## src/tda_pkg.sv

```systemverilog
// ----------------------------------------------------------------------------
// tda_pkg: shared types and constants of the time-of-day adder
// Opcodes, time fields and the command word passed from front to back.
// ----------------------------------------------------------------------------
package tda_pkg;

  // time units
  localparam int unsigned HOURS_PER_DAY = 24;
  localparam int unsigned MIN_PER_HOUR  = 60;
  localparam int unsigned SEC_PER_MIN   = 60;
  localparam int unsigned MS_PER_SEC    = 1000;

  // opcodes; the two unused codes fall to default arms
  typedef enum logic [2:0] {
    OP_SET      = 3'd0,
    OP_ADD_HOUR = 3'd1,
    OP_ADD_MIN  = 3'd2,
    OP_ADD_SEC  = 3'd3,
    OP_ADD_MS   = 3'd4,
    OP_CMP      = 3'd5
  } op_t;

  typedef logic [2:0] opcode_t;

  // raw operand fields of a beat
  typedef struct packed {
    logic [7:0]  hour;
    logic [7:0]  minute;
    logic [7:0]  second;
    logic [15:0] milli;
  } args_t;

  // a time of day in fields
  typedef struct packed {
    logic [4:0] hour;
    logic [5:0] minute;
    logic [5:0] second;
    logic [9:0] milli;
  } tod_t;

  // classified command handed to the back end
  typedef struct packed {
    opcode_t op;
    logic    set_bad;
    args_t   args;
    tod_t    delta;
  } cmd_t;

endpackage

```

## src/tda_in_if.sv

```systemverilog
// ----------------------------------------------------------------------------
// tda_in_if: command channel of the time-of-day adder
// Valid/ready channel carrying one command beat.
// ----------------------------------------------------------------------------
interface tda_in_if;
  logic               valid;
  logic               ready;
  logic [2:0]         opcode;
  logic signed [31:0] amount;
  logic [7:0]         arg_hour;
  logic [7:0]         arg_minute;
  logic [7:0]         arg_second;
  logic [15:0]        arg_milli;

  modport source (
    output valid, opcode, amount, arg_hour, arg_minute, arg_second, arg_milli,
    input  ready
  );

  modport sink (
    input  valid, opcode, amount, arg_hour, arg_minute, arg_second, arg_milli,
    output ready
  );
endinterface

```

## src/tda_out_if.sv

```systemverilog
// ----------------------------------------------------------------------------
// tda_out_if: result channel of the time-of-day adder
// Valid/ready channel carrying the time after each command.
// ----------------------------------------------------------------------------
interface tda_out_if;
  logic              valid;
  logic              ready;
  logic [4:0]        hour_out;
  logic [5:0]        minute_out;
  logic [5:0]        second_out;
  logic [9:0]        milli_out;
  logic signed [1:0] order;
  logic              range_error;

  modport source (
    output valid, hour_out, minute_out, second_out, milli_out, order, range_error,
    input  ready
  );

  modport sink (
    input  valid, hour_out, minute_out, second_out, milli_out, order, range_error,
    output ready
  );
endinterface

```

## src/tda_front.sv

```systemverilog
// ----------------------------------------------------------------------------
// tda_front: command front end
// Takes command beats, range-checks set operands and turns a signed add
// amount into a non-negative offset split into hour/minute/second/milli
// fields, through a ten-stage reciprocal-multiply pipeline.
// ----------------------------------------------------------------------------
module tda_front (
  input  logic          clk,
  input  logic          rst_n,
  tda_in_if.sink        in_bus,
  input  logic          q_full,
  output logic          push,
  output tda_pkg::cmd_t push_cmd
);
  import tda_pkg::*;

  localparam int unsigned STAGES = 10;
  localparam int unsigned LAST   = STAGES - 1;
  localparam int unsigned MOD_W  = 28;
  localparam int unsigned DAY_W  = 27;

  // pipeline stage roles
  localparam int unsigned ST_IN    = 0;
  localparam int unsigned ST_RMUL  = 1;
  localparam int unsigned ST_RQN   = 2;
  localparam int unsigned ST_RFIX  = 3;
  localparam int unsigned ST_MSMUL = 4;
  localparam int unsigned ST_MSFIX = 5;
  localparam int unsigned ST_SMUL  = 6;
  localparam int unsigned ST_SFIX  = 7;
  localparam int unsigned ST_MMUL  = 8;
  localparam int unsigned ST_MFIX  = 9;

  // day length in each unit
  localparam logic [DAY_W-1:0] N_HOUR = DAY_W'(HOURS_PER_DAY);
  localparam logic [DAY_W-1:0] N_MIN  = DAY_W'(HOURS_PER_DAY * MIN_PER_HOUR);
  localparam logic [DAY_W-1:0] N_SEC  = DAY_W'(HOURS_PER_DAY * MIN_PER_HOUR * SEC_PER_MIN);
  localparam logic [DAY_W-1:0] N_MS   =
    DAY_W'(HOURS_PER_DAY * MIN_PER_HOUR * SEC_PER_MIN * MS_PER_SEC);

  // floor(2^32 / n) and 2^31 mod n for the offset-binary reduction
  localparam logic [MOD_W-1:0] RCP_HOUR = MOD_W'((64'd1 << 32) / 64'(N_HOUR));
  localparam logic [MOD_W-1:0] RCP_MIN  = MOD_W'((64'd1 << 32) / 64'(N_MIN));
  localparam logic [MOD_W-1:0] RCP_SEC  = MOD_W'((64'd1 << 32) / 64'(N_SEC));
  localparam logic [MOD_W-1:0] RCP_MS   = MOD_W'((64'd1 << 32) / 64'(N_MS));
  localparam logic [MOD_W-1:0] OFS_HOUR = MOD_W'((64'd1 << 31) % 64'(N_HOUR));
  localparam logic [MOD_W-1:0] OFS_MIN  = MOD_W'((64'd1 << 31) % 64'(N_MIN));
  localparam logic [MOD_W-1:0] OFS_SEC  = MOD_W'((64'd1 << 31) % 64'(N_SEC));
  localparam logic [MOD_W-1:0] OFS_MS   = MOD_W'((64'd1 << 31) % 64'(N_MS));

  // reciprocals for splitting the offset into fields
  localparam logic [17:0] RCP_DIV_MS  = 18'((64'd1 << 27) / 64'(MS_PER_SEC));
  localparam logic [11:0] RCP_DIV_SEC = 12'((64'd1 << 17) / 64'(SEC_PER_MIN));
  localparam logic [5:0]  RCP_DIV_MIN = 6'((64'd1 << 11) / 64'(MIN_PER_HOUR));

  typedef struct packed {
    opcode_t          op;
    logic             bad;
    args_t            args;
    logic [31:0]      acc;
    logic [MOD_W-1:0] aux;
    tod_t             delta;
  } fst_t;

  fst_t             fs_r   [STAGES];
  fst_t             fs_nxt [STAGES];
  logic [LAST:0]    v_r;
  logic             adv;

  function automatic logic [MOD_W-1:0] rcp_of(input opcode_t op);
    case (op)
      OP_ADD_MIN: rcp_of = RCP_MIN;
      OP_ADD_SEC: rcp_of = RCP_SEC;
      OP_ADD_MS:  rcp_of = RCP_MS;
      default:    rcp_of = RCP_HOUR;
    endcase
  endfunction

  function automatic logic [DAY_W-1:0] n_of(input opcode_t op);
    case (op)
      OP_ADD_MIN: n_of = N_MIN;
      OP_ADD_SEC: n_of = N_SEC;
      OP_ADD_MS:  n_of = N_MS;
      default:    n_of = N_HOUR;
    endcase
  endfunction

  function automatic logic [MOD_W-1:0] ofs_of(input opcode_t op);
    case (op)
      OP_ADD_MIN: ofs_of = OFS_MIN;
      OP_ADD_SEC: ofs_of = OFS_SEC;
      OP_ADD_MS:  ofs_of = OFS_MS;
      default:    ofs_of = OFS_HOUR;
    endcase
  endfunction

  // whole pipe moves together; it freezes only when the last beat cannot leave
  assign adv          = !v_r[LAST] || !q_full;
  assign in_bus.ready = adv;
  assign push         = v_r[LAST] && !q_full;

  assign push_cmd.op      = fs_r[LAST].op;
  assign push_cmd.set_bad = fs_r[LAST].bad;
  assign push_cmd.args    = fs_r[LAST].args;
  assign push_cmd.delta   = fs_r[LAST].delta;

  // stage logic
  always_comb begin
    logic [59:0]       rprod;
    logic [54:0]       qn;
    logic [MOD_W-1:0]  r;
    logic signed [28:0] rr;
    logic signed [28:0] n_s;
    logic [44:0]       aprod;
    logic [10:0]       ar;
    logic [17:0]       aq;
    logic [28:0]       bprod;
    logic [6:0]        br;
    logic [10:0]       bq;
    logic [16:0]       cprod;
    logic [6:0]        cr;
    logic [4:0]        cq;

    // capture; amount goes to offset binary
    fs_nxt[ST_IN].op          = in_bus.opcode;
    fs_nxt[ST_IN].args.hour   = in_bus.arg_hour;
    fs_nxt[ST_IN].args.minute = in_bus.arg_minute;
    fs_nxt[ST_IN].args.second = in_bus.arg_second;
    fs_nxt[ST_IN].args.milli  = in_bus.arg_milli;
    fs_nxt[ST_IN].bad = (in_bus.opcode == OP_SET) &&
                        ((in_bus.arg_hour   >= 8'(HOURS_PER_DAY)) ||
                         (in_bus.arg_minute >= 8'(MIN_PER_HOUR))  ||
                         (in_bus.arg_second >= 8'(SEC_PER_MIN))   ||
                         (in_bus.arg_milli  >= 16'(MS_PER_SEC)));
    fs_nxt[ST_IN].acc   = {~in_bus.amount[31], in_bus.amount[30:0]};
    fs_nxt[ST_IN].aux   = '0;
    fs_nxt[ST_IN].delta = '0;

    // quotient estimate of the offset-binary amount by the day length
    fs_nxt[ST_RMUL]     = fs_r[ST_IN];
    rprod               = 60'(fs_r[ST_IN].acc) * 60'(rcp_of(fs_r[ST_IN].op));
    fs_nxt[ST_RMUL].aux = fs_r[ST_IN].acc[MOD_W-1:0];
    fs_nxt[ST_RMUL].acc = 32'(rprod[59:32]);

    // estimate times day length, low bits only
    fs_nxt[ST_RQN]     = fs_r[ST_RMUL];
    qn                 = 55'(fs_r[ST_RMUL].acc[MOD_W-1:0]) * 55'(n_of(fs_r[ST_RMUL].op));
    fs_nxt[ST_RQN].acc = 32'(qn[MOD_W-1:0]);

    // remainder, undo the offset, fold into one day
    fs_nxt[ST_RFIX] = fs_r[ST_RQN];
    r   = fs_r[ST_RQN].aux - fs_r[ST_RQN].acc[MOD_W-1:0];
    n_s = $signed({2'b00, n_of(fs_r[ST_RQN].op)});
    rr  = $signed({1'b0, r}) - $signed({1'b0, ofs_of(fs_r[ST_RQN].op)});
    if (rr < 0) begin
      rr = rr + n_s;
    end else if (rr >= n_s) begin
      rr = rr - n_s;
    end
    fs_nxt[ST_RFIX].acc = 32'(rr[DAY_W-1:0]);

    // milliseconds: quotient estimate
    fs_nxt[ST_MSMUL]     = fs_r[ST_RFIX];
    fs_nxt[ST_MSMUL].aux = fs_r[ST_RFIX].acc[MOD_W-1:0];
    aprod                = 45'(fs_r[ST_RFIX].acc[DAY_W-1:0]) * 45'(RCP_DIV_MS);
    if (fs_r[ST_RFIX].op == OP_ADD_MS) begin
      fs_nxt[ST_MSMUL].acc = 32'(aprod[44:27]);
    end

    // milliseconds: remainder and correction
    fs_nxt[ST_MSFIX] = fs_r[ST_MSMUL];
    ar = fs_r[ST_MSMUL].aux[10:0] - 11'(fs_r[ST_MSMUL].acc[17:0] * 18'(MS_PER_SEC));
    aq = fs_r[ST_MSMUL].acc[17:0];
    if (ar >= 11'(MS_PER_SEC)) begin
      ar = ar - 11'(MS_PER_SEC);
      aq = aq + 18'd1;
    end
    if (fs_r[ST_MSMUL].op == OP_ADD_MS) begin
      fs_nxt[ST_MSFIX].delta.milli = ar[9:0];
      fs_nxt[ST_MSFIX].acc         = 32'(aq);
    end

    // seconds: quotient estimate
    fs_nxt[ST_SMUL]     = fs_r[ST_MSFIX];
    fs_nxt[ST_SMUL].aux = fs_r[ST_MSFIX].acc[MOD_W-1:0];
    bprod               = 29'(fs_r[ST_MSFIX].acc[16:0]) * 29'(RCP_DIV_SEC);
    if ((fs_r[ST_MSFIX].op == OP_ADD_MS) || (fs_r[ST_MSFIX].op == OP_ADD_SEC)) begin
      fs_nxt[ST_SMUL].acc = 32'(bprod[28:17]);
    end

    // seconds: remainder and correction
    fs_nxt[ST_SFIX] = fs_r[ST_SMUL];
    br = fs_r[ST_SMUL].aux[6:0] - 7'(fs_r[ST_SMUL].acc[11:0] * 12'(SEC_PER_MIN));
    bq = fs_r[ST_SMUL].acc[10:0];
    if (br >= 7'(SEC_PER_MIN)) begin
      br = br - 7'(SEC_PER_MIN);
      bq = bq + 11'd1;
    end
    if ((fs_r[ST_SMUL].op == OP_ADD_MS) || (fs_r[ST_SMUL].op == OP_ADD_SEC)) begin
      fs_nxt[ST_SFIX].delta.second = br[5:0];
      fs_nxt[ST_SFIX].acc          = 32'(bq);
    end

    // minutes: quotient estimate
    fs_nxt[ST_MMUL]     = fs_r[ST_SFIX];
    fs_nxt[ST_MMUL].aux = fs_r[ST_SFIX].acc[MOD_W-1:0];
    cprod               = 17'(fs_r[ST_SFIX].acc[10:0]) * 17'(RCP_DIV_MIN);
    if ((fs_r[ST_SFIX].op == OP_ADD_MS) || (fs_r[ST_SFIX].op == OP_ADD_SEC) ||
        (fs_r[ST_SFIX].op == OP_ADD_MIN)) begin
      fs_nxt[ST_MMUL].acc = 32'(cprod[16:11]);
    end

    // minutes: remainder and correction; what is left is hours
    fs_nxt[ST_MFIX] = fs_r[ST_MMUL];
    cr = fs_r[ST_MMUL].aux[6:0] - 7'(fs_r[ST_MMUL].acc[6:0] * 7'(MIN_PER_HOUR));
    cq = fs_r[ST_MMUL].acc[4:0];
    if (cr >= 7'(MIN_PER_HOUR)) begin
      cr = cr - 7'(MIN_PER_HOUR);
      cq = cq + 5'd1;
    end
    if ((fs_r[ST_MMUL].op == OP_ADD_MS) || (fs_r[ST_MMUL].op == OP_ADD_SEC) ||
        (fs_r[ST_MMUL].op == OP_ADD_MIN)) begin
      fs_nxt[ST_MFIX].delta.minute = cr[5:0];
      fs_nxt[ST_MFIX].delta.hour   = cq;
    end else begin
      fs_nxt[ST_MFIX].delta.hour   = fs_r[ST_MMUL].acc[4:0];
    end
  end

  // stage valid bits
  always_ff @(posedge clk) begin
    if (!rst_n) begin
      v_r <= '0;
    end else if (adv) begin
      v_r <= {v_r[LAST-1:0], in_bus.valid};
    end
  end

  // stage payload
  always_ff @(posedge clk) begin
    if (adv) begin
      for (int i = 0; i < STAGES; i++) begin
        fs_r[i] <= fs_nxt[i];
      end
    end
  end

endmodule

```

## src/tda_fifo.sv

```systemverilog
// ----------------------------------------------------------------------------
// tda_fifo: command queue between front end and back end
// Small register queue with the head shown combinationally.
// ----------------------------------------------------------------------------
module tda_fifo #(
  parameter int unsigned DEPTH = 4
) (
  input  logic          clk,
  input  logic          rst_n,
  input  logic          push,
  input  tda_pkg::cmd_t push_cmd,
  output logic          full,
  input  logic          pop,
  output logic          head_valid,
  output tda_pkg::cmd_t head
);
  import tda_pkg::*;

  localparam int unsigned PTR_W = $clog2(DEPTH);
  localparam int unsigned CNT_W = $clog2(DEPTH + 1);

  cmd_t             mem_r [DEPTH];
  logic [PTR_W-1:0] wr_ptr_r, wr_ptr_nxt;
  logic [PTR_W-1:0] rd_ptr_r, rd_ptr_nxt;
  logic [CNT_W-1:0] count_r, count_nxt;

  assign full       = (count_r == CNT_W'(DEPTH));
  assign head_valid = (count_r != '0);
  assign head       = mem_r[rd_ptr_r];

  // pointer and fill bookkeeping
  always_comb begin
    wr_ptr_nxt = wr_ptr_r;
    rd_ptr_nxt = rd_ptr_r;
    count_nxt  = count_r;
    if (push) begin
      wr_ptr_nxt = (wr_ptr_r == PTR_W'(DEPTH - 1)) ? '0 : wr_ptr_r + 1'b1;
    end
    if (pop) begin
      rd_ptr_nxt = (rd_ptr_r == PTR_W'(DEPTH - 1)) ? '0 : rd_ptr_r + 1'b1;
    end
    case ({push, pop})
      2'b10:   count_nxt = count_r + 1'b1;
      2'b01:   count_nxt = count_r - 1'b1;
      default: count_nxt = count_r;
    endcase
  end

  always_ff @(posedge clk) begin
    if (!rst_n) begin
      wr_ptr_r <= '0;
      rd_ptr_r <= '0;
      count_r  <= '0;
    end else begin
      wr_ptr_r <= wr_ptr_nxt;
      rd_ptr_r <= rd_ptr_nxt;
      count_r  <= count_nxt;
    end
  end

  // entry storage
  always_ff @(posedge clk) begin
    if (push) begin
      mem_r[wr_ptr_r] <= push_cmd;
    end
  end

endmodule

```

## src/tda_exec.sv

```systemverilog
// ----------------------------------------------------------------------------
// tda_exec: command back end
// Holds the time of day, applies set/add/compare one command per cycle while the
// result channel is not stalled, and drives that channel from the state and two flag registers.
// ----------------------------------------------------------------------------
module tda_exec (
  input  logic          clk,
  input  logic          rst_n,
  input  logic          head_valid,
  input  tda_pkg::cmd_t head,
  output logic          pop,
  tda_out_if.source     out_bus
);
  import tda_pkg::*;

  localparam logic signed [1:0] ORD_EARLIER = -2'sd1;
  localparam logic signed [1:0] ORD_SAME    = 2'sd0;
  localparam logic signed [1:0] ORD_LATER   = 2'sd1;

  tod_t              tod_r, tod_nxt;
  logic              out_valid_r, out_valid_nxt;
  logic signed [1:0] order_r, order_nxt;
  logic              err_r, err_nxt;

  // take the next command when the result slot is free or being emptied
  assign pop = head_valid && (!out_valid_r || out_bus.ready);

  assign out_bus.valid       = out_valid_r;
  assign out_bus.hour_out    = tod_r.hour;
  assign out_bus.minute_out  = tod_r.minute;
  assign out_bus.second_out  = tod_r.second;
  assign out_bus.milli_out   = tod_r.milli;
  assign out_bus.order       = order_r;
  assign out_bus.range_error = err_r;

  // command execution
  always_comb begin
    logic [10:0] ms_sum;
    logic [6:0]  s_sum;
    logic [6:0]  m_sum;
    logic [5:0]  h_sum;
    logic        c_ms;
    logic        c_s;
    logic        c_m;

    tod_nxt       = tod_r;
    order_nxt     = order_r;
    err_nxt       = err_r;
    out_valid_nxt = out_valid_r && !out_bus.ready;

    // field-wise add with carries; unused offset fields are zero
    ms_sum = 11'(tod_r.milli) + 11'(head.delta.milli);
    c_ms   = (ms_sum >= 11'(MS_PER_SEC));
    if (c_ms) begin
      ms_sum = ms_sum - 11'(MS_PER_SEC);
    end
    s_sum = 7'(tod_r.second) + 7'(head.delta.second) + 7'(c_ms);
    c_s   = (s_sum >= 7'(SEC_PER_MIN));
    if (c_s) begin
      s_sum = s_sum - 7'(SEC_PER_MIN);
    end
    m_sum = 7'(tod_r.minute) + 7'(head.delta.minute) + 7'(c_s);
    c_m   = (m_sum >= 7'(MIN_PER_HOUR));
    if (c_m) begin
      m_sum = m_sum - 7'(MIN_PER_HOUR);
    end
    h_sum = 6'(tod_r.hour) + 6'(head.delta.hour) + 6'(c_m);
    if (h_sum >= 6'(HOURS_PER_DAY)) begin
      h_sum = h_sum - 6'(HOURS_PER_DAY);
    end

    if (pop) begin
      out_valid_nxt = 1'b1;
      order_nxt     = ORD_SAME;
      err_nxt       = 1'b0;
      case (head.op)
        OP_SET: begin
          if (head.set_bad) begin
            err_nxt = 1'b1;
          end else begin
            tod_nxt.hour   = head.args.hour[4:0];
            tod_nxt.minute = head.args.minute[5:0];
            tod_nxt.second = head.args.second[5:0];
            tod_nxt.milli  = head.args.milli[9:0];
          end
        end
        OP_ADD_HOUR, OP_ADD_MIN, OP_ADD_SEC, OP_ADD_MS: begin
          tod_nxt.hour   = h_sum[4:0];
          tod_nxt.minute = m_sum[5:0];
          tod_nxt.second = s_sum[5:0];
          tod_nxt.milli  = ms_sum[9:0];
        end
        OP_CMP: begin
          // hour first, millisecond last
          if (8'(tod_r.hour) != head.args.hour) begin
            order_nxt = (8'(tod_r.hour) < head.args.hour) ? ORD_EARLIER : ORD_LATER;
          end else if (8'(tod_r.minute) != head.args.minute) begin
            order_nxt = (8'(tod_r.minute) < head.args.minute) ? ORD_EARLIER : ORD_LATER;
          end else if (8'(tod_r.second) != head.args.second) begin
            order_nxt = (8'(tod_r.second) < head.args.second) ? ORD_EARLIER : ORD_LATER;
          end else if (16'(tod_r.milli) != head.args.milli) begin
            order_nxt = (16'(tod_r.milli) < head.args.milli) ? ORD_EARLIER : ORD_LATER;
          end
        end
        default: begin
          order_nxt = ORD_SAME;
        end
      endcase
    end
  end

  always_ff @(posedge clk) begin
    if (!rst_n) begin
      tod_r       <= '0;
      out_valid_r <= 1'b0;
      order_r     <= ORD_SAME;
      err_r       <= 1'b0;
    end else begin
      tod_r       <= tod_nxt;
      out_valid_r <= out_valid_nxt;
      order_r     <= order_nxt;
      err_r       <= err_nxt;
    end
  end

endmodule

```

## src/time_of_day_adder_core.sv

```systemverilog
// ----------------------------------------------------------------------------
// time_of_day_adder_core: time-of-day register with set, add and compare
// Front end reduces add amounts into field offsets, a queue decouples it
// from the back end, which updates the stored time and returns it.
// ----------------------------------------------------------------------------
//   channel   | dir | handshake            | beat contents
//   ----------+-----+----------------------+----------------------------------
//   in_bus    | in  | valid/ready          | opcode, amount, arg_* operands
//   out_bus   | out | valid/ready          | time fields, order, range_error
//
// One command per cycle sustained while out_bus is not stalled; a result passes
// through the ten-stage reciprocal pipeline in the front end, the queue and the
// registered carry add on the stored time in the back end.
// Reset clears the stored time to 00:00:00.000 and empties pipe and queue.
// A stalled result holds; the queue absorbs QUEUE_DEPTH commands, after that
// the front end freezes and in_bus.ready drops.
// ----------------------------------------------------------------------------
module time_of_day_adder_core #(
  parameter int unsigned QUEUE_DEPTH = 4
) (
  input  logic      clk,
  input  logic      rst_n,
  tda_in_if.sink    in_bus,
  tda_out_if.source out_bus
);
  import tda_pkg::*;

  logic q_push;
  cmd_t q_push_cmd;
  logic q_full;
  logic q_pop;
  logic q_head_valid;
  cmd_t q_head;

  // classify and reduce commands
  tda_front u_front (
    .clk      (clk),
    .rst_n    (rst_n),
    .in_bus   (in_bus),
    .q_full   (q_full),
    .push     (q_push),
    .push_cmd (q_push_cmd)
  );

  // decoupling queue
  tda_fifo #(
    .DEPTH (QUEUE_DEPTH)
  ) u_fifo (
    .clk        (clk),
    .rst_n      (rst_n),
    .push       (q_push),
    .push_cmd   (q_push_cmd),
    .full       (q_full),
    .pop        (q_pop),
    .head_valid (q_head_valid),
    .head       (q_head)
  );

  // execute against the stored time
  tda_exec u_exec (
    .clk        (clk),
    .rst_n      (rst_n),
    .head_valid (q_head_valid),
    .head       (q_head),
    .pop        (q_pop),
    .out_bus    (out_bus)
  );

endmodule

```

## src/flat_wrapper.sv

```systemverilog
// flat-port wrapper written by rule: the top's interface ports become plain ports
module time_of_day_adder_core_flat import tda_pkg::*;
#(
  parameter int unsigned QUEUE_DEPTH = 4
)
  (clk, rst_n, in_bus_valid, in_bus_opcode, in_bus_amount, in_bus_arg_hour, in_bus_arg_minute, in_bus_arg_second, in_bus_arg_milli, in_bus_ready, out_bus_valid, out_bus_hour_out, out_bus_minute_out, out_bus_second_out, out_bus_milli_out, out_bus_order, out_bus_range_error, out_bus_ready);
  tda_in_if in_bus_i ();
  tda_out_if out_bus_i ();
  input  logic clk;
  input  logic rst_n;
  input wire logic [$bits(in_bus_i.valid)-1:0] in_bus_valid;
  input wire logic [$bits(in_bus_i.opcode)-1:0] in_bus_opcode;
  input wire logic [$bits(in_bus_i.amount)-1:0] in_bus_amount;
  input wire logic [$bits(in_bus_i.arg_hour)-1:0] in_bus_arg_hour;
  input wire logic [$bits(in_bus_i.arg_minute)-1:0] in_bus_arg_minute;
  input wire logic [$bits(in_bus_i.arg_second)-1:0] in_bus_arg_second;
  input wire logic [$bits(in_bus_i.arg_milli)-1:0] in_bus_arg_milli;
  output wire logic [$bits(in_bus_i.ready)-1:0] in_bus_ready;
  output wire logic [$bits(out_bus_i.valid)-1:0] out_bus_valid;
  output wire logic [$bits(out_bus_i.hour_out)-1:0] out_bus_hour_out;
  output wire logic [$bits(out_bus_i.minute_out)-1:0] out_bus_minute_out;
  output wire logic [$bits(out_bus_i.second_out)-1:0] out_bus_second_out;
  output wire logic [$bits(out_bus_i.milli_out)-1:0] out_bus_milli_out;
  output wire logic [$bits(out_bus_i.order)-1:0] out_bus_order;
  output wire logic [$bits(out_bus_i.range_error)-1:0] out_bus_range_error;
  input wire logic [$bits(out_bus_i.ready)-1:0] out_bus_ready;
  assign in_bus_i.valid = in_bus_valid;
  assign in_bus_i.opcode = in_bus_opcode;
  assign in_bus_i.amount = in_bus_amount;
  assign in_bus_i.arg_hour = in_bus_arg_hour;
  assign in_bus_i.arg_minute = in_bus_arg_minute;
  assign in_bus_i.arg_second = in_bus_arg_second;
  assign in_bus_i.arg_milli = in_bus_arg_milli;
  assign in_bus_ready = in_bus_i.ready;
  assign out_bus_valid = out_bus_i.valid;
  assign out_bus_hour_out = out_bus_i.hour_out;
  assign out_bus_minute_out = out_bus_i.minute_out;
  assign out_bus_second_out = out_bus_i.second_out;
  assign out_bus_milli_out = out_bus_i.milli_out;
  assign out_bus_order = out_bus_i.order;
  assign out_bus_range_error = out_bus_i.range_error;
  assign out_bus_i.ready = out_bus_ready;
  time_of_day_adder_core #(.QUEUE_DEPTH(QUEUE_DEPTH)) u_core (.clk(clk), .rst_n(rst_n), .in_bus(in_bus_i), .out_bus(out_bus_i));
endmodule
```

## config.mk

```make
export PLATFORM = sky130hd
export DESIGN_NAME = time_of_day_adder_core_flat
export DESIGN_NICKNAME = d
export VERILOG_FILES = /design/src/tda_pkg.sv /design/src/tda_in_if.sv /design/src/tda_out_if.sv /design/src/tda_front.sv /design/src/tda_fifo.sv /design/src/tda_exec.sv /design/src/time_of_day_adder_core.sv /design/src/flat_wrapper.sv
export SDC_FILE = /design/constraint.sdc
export NUM_CORES = 2
export LEC_CHECK = 0
export ABC_AREA = 1
export BUFFER_PORTS_ARGS = -buffer_cell sky130_fd_sc_hd__buf_2
export CORE_MARGIN = 1.5
export CORE_UTILIZATION = 50
export CTS_CLUSTER_DIAMETER = 80
export CTS_CLUSTER_SIZE = 30
export DETAILED_ROUTE_END_ITERATION = 16
export GPL_TIMING_DRIVEN = 0
export MAX_ROUTING_LAYER = met4
export PLACE_DENSITY = 0.76
export SETUP_SLACK_MARGIN = 0.1
export SYNTH_ARGS = -nofsm -noshare
export SYNTH_HDL_FRONTEND = slang
export SYNTH_SLANG_ARGS = --single-unit
```

## constraint.sdc

```tcl
create_clock -name clk -period 64.2 [get_ports clk]
set_input_delay 6.42 -clock clk [delete_from_list [all_inputs] [get_ports clk]]
set_output_delay 6.42 -clock clk [all_outputs]
set_load 0.05 [all_outputs]
```

[Yosys cells after proc, flatten, opt, wreduce, memory -nomap -nowiden]
Memory sizes are Yosys's and may differ from the RTL's. A register that Yosys moved wholly into a read port is not among the register bits.
Index checks and enable logic that the tools add are counted.
Word-level totals
  flip-flop bits (word level): 48
  bits in latches: 0
  bits in writable memories: 1594
  ROM bits: 0
  input port bits: 79
  output and inout bits: 32
  logic and storage cells: 177
  memories kept: 2
Memory list
  u_core.u_front.fs_r: words 10, bits a word 131, read ports 10, clocked after memory_dff 0, write ports 10, RTL line tda_front.sv:65  | fst_t fs_r [STAGES];
  u_core.u_fifo.mem_r: words 4, bits a word 71, read ports 1, clocked after memory_dff 1, write ports 1, RTL line tda_fifo.sv:22  | cmd_t mem_r [DEPTH];
Cells by class
  $add $sub $neg: 28
  multiply operators: 8
  divide/modulo/power cells: 0
  $lt $le $gt $ge: 17
  equality and inequality tests: 36
  shift-type cells: 0
  muxes and demuxes: 48
  bitwise gates (word level): 1
  reductions and logical operators: 26
Operators by type and width (count)
  27-bit case mux with 3 select lines: 3
  32-bit 2-to-1 mux: 5
  28-bit case mux with 3 select lines: 1
  27-bit 2-to-1 mux: 3
  32-bit by 28-bit multiplier with 60-bit output: 1
  27-bit case mux with 2 select lines: 1
  27-bit by 18-bit multiplier with 45-bit output (second input constant): 1
  3-bit by 2-bit == test with 1-bit output (second input constant): 14
  3-bit == test (second input constant): 12
  6-bit 2-to-1 mux: 6
  10-bit 2-to-1 mux: 3
  29-bit by 28-bit >= comparator with 1-bit output: 1
  29-bit by 1-bit < comparator with 1-bit output (second input constant): 1
  28-bit by 27-bit subtractor with 29-bit output: 1
  7-bit by 6-bit >= comparator with 1-bit output (second input constant): 4
  28-bit by 27-bit multiplier with 28-bit output: 1
  28-bit subtractor: 1
  27-bit adder: 1
  27-bit subtractor: 1
  17-bit by 9-bit multiplier with 26-bit output (second input constant): 1
  2-bit 2-to-1 mux: 13
  6-bit subtractor (second input constant): 4
  11-bit by 10-bit >= comparator with 1-bit output (second input constant): 2
  10-bit subtractor (second input constant): 2
  other kinds (46): 81

[Depth between registers and ports, before layout]
  word-level depth: 10
  mapped depth: 58
  gate-level depth less buffers: 53

[Cells and area by module]
From an unflattened synthesis, not the netlist that was laid out.
Unflattened totals
  cell total of the unflattened synthesis: 7983
  area, all modules: 83171.0 um2
By module, submodules not included
  tda_front: instances 1, cells each 6645, area an instance 68320.5 um2, sequential area each 23322.4 um2
  tda_fifo: instances 1, cells each 748, area an instance 10995.5 um2, sequential area each 8708.4 um2
  tda_exec: instances 1, cells each 590, area an instance 3854.9 um2, sequential area each 620.6 um2

[Worst setup path after synthesis]
Ideal clock, no wire load.
  kind: flip-flop to output port
  start: reg u_core.u_fifo.count_r[0]
  end: out in_bus_ready
  arrival time: 21836 ps
  required time: 57780 ps
  path slack: 35944 ps
  stages on the path, launching flop included: 4
  path buffers: 1
  cell sequence: dfxtp_1 > nor2_1 > nand3_1 > clkbuf_1
On the way
  cells in the longest elaborated chain, start to end: 3
RTL lines
  start, declared: RTL line tda_fifo.sv:25  | logic [CNT_W-1:0] count_r, count_nxt;
  start signal, assigned: RTL line tda_fifo.sv:57  | count_r <= count_nxt;
  3-bit == test: RTL line tda_fifo.sv:27  | assign full = (count_r == CNT_W'(DEPTH));
  1-bit logical NOT: RTL line tda_front.sv:98  | assign adv = !v_r[LAST] || !q_full;
  1-bit logical OR: RTL line tda_front.sv:98
  end, declared: RTL line flat_wrapper.sv:18  | output wire logic [$bits(in_bus_i.ready)-1:0] in_bus_ready;
No other way between the ends.

==> results.json <==
{
  "path_max_fanout": 10,
  "cp_slowest_stage_delay_ps": 620,
  "ios": 111,
  "cts_buffers": 58,
  "placed_cell_area_mm2": 0.0857,
  "post_drt_wl_per_cell_um": 19.7,
  "dr.first_iter.drc_count": 4304,
  "finalSetupViolations": 0,
  "hpwl_um": 161000,
  "cts_resized": 0,
  "die_x_um": 408,
  "post-cts-setup-buffer-count": 0,
  "portBuffers": 110,
  "netlist_instances": 7640,
  "fp.dieH_um": 408,
  "core_mm2": 0.163,
  "num_rows": 148,
  "slew_headroom": 0.184,
  "drive_gt1_frac": 0.0442,
  "dp_slack_ps": 53130,
  "grt_use_total": 0.249,
  "drt-total-wl_um": 198000,
  "worstPathArrival_ps": 12010,
  "grt_pass1_wl_um": 309000,
  "max_freq_mhz": 88.1,
  "critPathLaunchType": "flip-flop",
  "synth.avg_cell_area_um2": 10.7,
  "start_util": 0.504,
  "cts_max_level": 2,
  "cts_tree": "done",
  "hold_end": "u_core.u_front.fs_r[6][5]$_DFFE_PP_",
  "min_path_cells": 0,
  "drt_first_pass_iters": 5,
  "yosys_warnings": 0,
  "skew_ps": 92.6,
  "hold_buffers": 0,
  "critPathSlowestCell": "clkbuf_1",
  "fin_crit_sh": 0.177,
  "root_buffer": "clkbuf_16",
  "grt_start_max_net_pins": 78,
  "min_period_ps": 11350,
  "path_class": "flip-flop to flip-flop",
  "hold_start": "u_core.u_front.fs_r[5][5]$_SDFFCE_PP0P_",
  "synthFlopType": "edfxtp_1",
  "hold_violations": 0,
  "worst-slew-pin-transition_ps": 1220,
  "syn_nets": 9446,
  "cts.sinks": 1104,
  "seq_area_frac_synth": 0.399,
  "dieArea_mm2": 0.166,
  "worstSetupEndpointType": "flip-flop",
  "r2r_cells": 50,
  "cpMostUsedCell": "nand2_1",
  "synth_edf_count": 1054,
  "nFillCells": 13900,
  "status": "completed",
  "required_ps": 64860,
  "ys_ff_latch": 1104,
  "fin_area_mm2": 0.0879,
  "rr_endpoint": "u_core.u_exec.out_bus.hour_out[4]$_SDFFE_PN0P_",
  "synthArstFlopShare": 0,
  "gp_congestion": 1.01,
  "path_clk_slew_ps": 110,
  "tns_ps": 0,
  "hold_path.class": "flip-flop to flip-flop",
  "antenna_found_initial": 2,
  "slew_violations": 0,
  "nets": 9638,
  "grt_pass1_vias": 55000,
  "clk_latency_ps": 750,
  "synth_cell_types": 69,
  "area_delta_synth_final_pct": 7.34,
  "post-route-worst-setup-slack_ps": 52850,
  "via_per_inst": 5.27,
  "postRouteAntennaNets": 0,
  "clock_path_buffers": 3,
  "drc": 0,
  "reg2reg_slack_ps": 52850,
  "grt_setup_unrepaired": "no",
  "netlist_area_mm2": 0.0819,
  "maxCapViolations": 0,
  "grt_overflow": 0,
  "vias": 52900
}
-- worst max-delay path by stage --
stage | depth (start not counted) | startpoint | end
after floorplan | 3 | u_core.u_fifo.count_r[0]$_SDFFE_PN0P_ | in_bus_ready
after detailed placement | 50 | flip-flop | u_core.u_exec.out_bus.hour_out[4]$_SDFFE_PN0P_
after CTS | 50 | flip-flop | u_core.u_exec.out_bus.hour_out[4]$_SDFFE_PN0P_
after global placement | 4 | u_core.u_fifo.count_r[0]$_SDFFE_PN0P_ | in_bus_ready
after global routing | 50 | flip-flop | u_core.u_exec.out_bus.hour_out[4]$_SDFFE_PN0P_
final | 50 | flip-flop | u_core.u_exec.out_bus.hour_out[4]$_SDFFE_PN0P_
-- layout make-up --
type                    instances  area (um2)  share of cell area
clock buffers                  70        1510              0.0171
inverters                    1789        6720              0.0764
repair buffers                132        1060              0.0121
clock inverters                31         662             0.00753
flip-flops and latches       1104       32700               0.372
plain buffers                 109         432             0.00491
diodes                          2        5.00           0.0000570
multi-input cells            4638       42100               0.479
well taps                    2175        2720              0.0310
-- layer usage --
layer  track usage  share of wire  wire, um  vias up
li1              -              -         -    24900
met1         0.309           0.40     80200    26000
met2         0.415           0.49     96800     1617
met3        0.0295          0.057     11300      420
met4         0.102          0.050      9860        0
met5             -              0         0        -
-- cells in the final DEF (no fill, tap or decap), types with 7 or more instances in the layout --
cell type  count
nand3_2       16
nor3_1        50
a21o_1        15
buf_16        11
nand3_1      188
a211oi_1      10
o211ai_1      10
inv_2          9
clkinv_16     14
nor2_2        13
nand2_1      951
buf_2        113
edfxtp_1    1054
inv_1       1776
ha_1         915
o21ai_0      224
a32o_1        19
a21oi_1      305
nor4_1        13
nor2_4         8
o21bai_1      18
o22ai_1       31
o31ai_1       15
or2_2         22
buf_12        10
buf_1         12
dfxtp_1       50
clkbuf_1     102
nand2_2       26
xnor2_1       84
nand4_1       35
o21a_1         7
a31oi_1       26
xor2_1       137
fa_1         812
clkbuf_16     58
nor2_1       604
-- sequential cells by signal (all words and copies together) (netlist names), 3 cells and up, named ones only --
register and flops:
u_core.u_exec.out_bus.second_out 6, u_core.u_exec.out_bus.hour_out 5, u_core.u_fifo.count_r 3, u_core.u_front.v_r 10, u_core.u_exec.out_bus.milli_out 10, u_core.u_front.fs_r 770
u_core.u_exec.out_bus.minute_out 6, u_core.u_fifo.mem_r 284
-- stage by stage --
stage          utilization  std cells  hold WS, ps
3_5_place_dp         0.527       9947          405
2_1_floorplan            -       7640          400
6_report             0.540      10100          332
5_1_grt              0.540      10000          335
4_1_cts              0.540      10000          332
3_3_place_gp         0.524       9925          400
-- Yosys cell counts (16+ instances only) --
| cell | n | share of area |
|---|---|---|
| inv_1 | 1776 | 0.081 |
| edfxtp_1 | 1054 | 0.39 |
| nand2_1 | 951 | 0.044 |
| ha_1 | 915 | 0.14 |
| fa_1 | 812 | 0.20 |
| nor2_1 | 608 | 0.028 |
| a21oi_1 | 305 | 0.019 |
| o21ai_0 | 224 | 0.014 |
| nand3_1 | 188 | 0.011 |
| xor2_1 | 137 | 0.015 |
| clkbuf_1 | 92 | 0.0042 |
| xnor2_1 | 84 | 0.0090 |
| nor3_1 | 52 | 0.0032 |
| dfxtp_1 | 50 | 0.012 |
| nand4_1 | 35 | 0.0027 |
| o22ai_1 | 31 | 0.0024 |
| a31oi_1 | 26 | 0.0020 |
| nand2_2 | 26 | 0.0020 |
| or2_2 | 22 | 0.0017 |
| a32o_1 | 19 | 0.0023 |
| o21bai_1 | 18 | 0.0017 |
| nand3_2 | 16 | 0.0020 |
-- worst max-delay path: cells and delay by family (launching register included) --
kind / cells / cell delay [ps]
AOI/OAI and AO/OA: 13 / 2360
xor gates and xnor gates: 3 / 650
adders and majority gates: 9 / 2820
buffers and inverters: 11 / 3270
DFF: 1 / 440
and+or+nand+nor: 14 / 1710
-- logic make-up (layout without fill, tap and decap cells) --
kind of cell / Yosys count / count (layout) / share of synthesized area
other cells: 0 / 2 / 0
simple gates: 1955 / 1955 / 0.100
mux: 1 / 1 / 0.000138
xor+xnor: 221 / 221 / 0.0236
compound gates: 734 / 734 / 0.0517
buf+inv: 1898 / 2131 / 0.0873
flops: 1104 / 1104 / 0.399
fa+ha+maj: 1727 / 1727 / 0.338
Power is left out: the tool's default activity adds up to more than one toggle a clock period on the data nets, which glitch-free logic cannot reach.
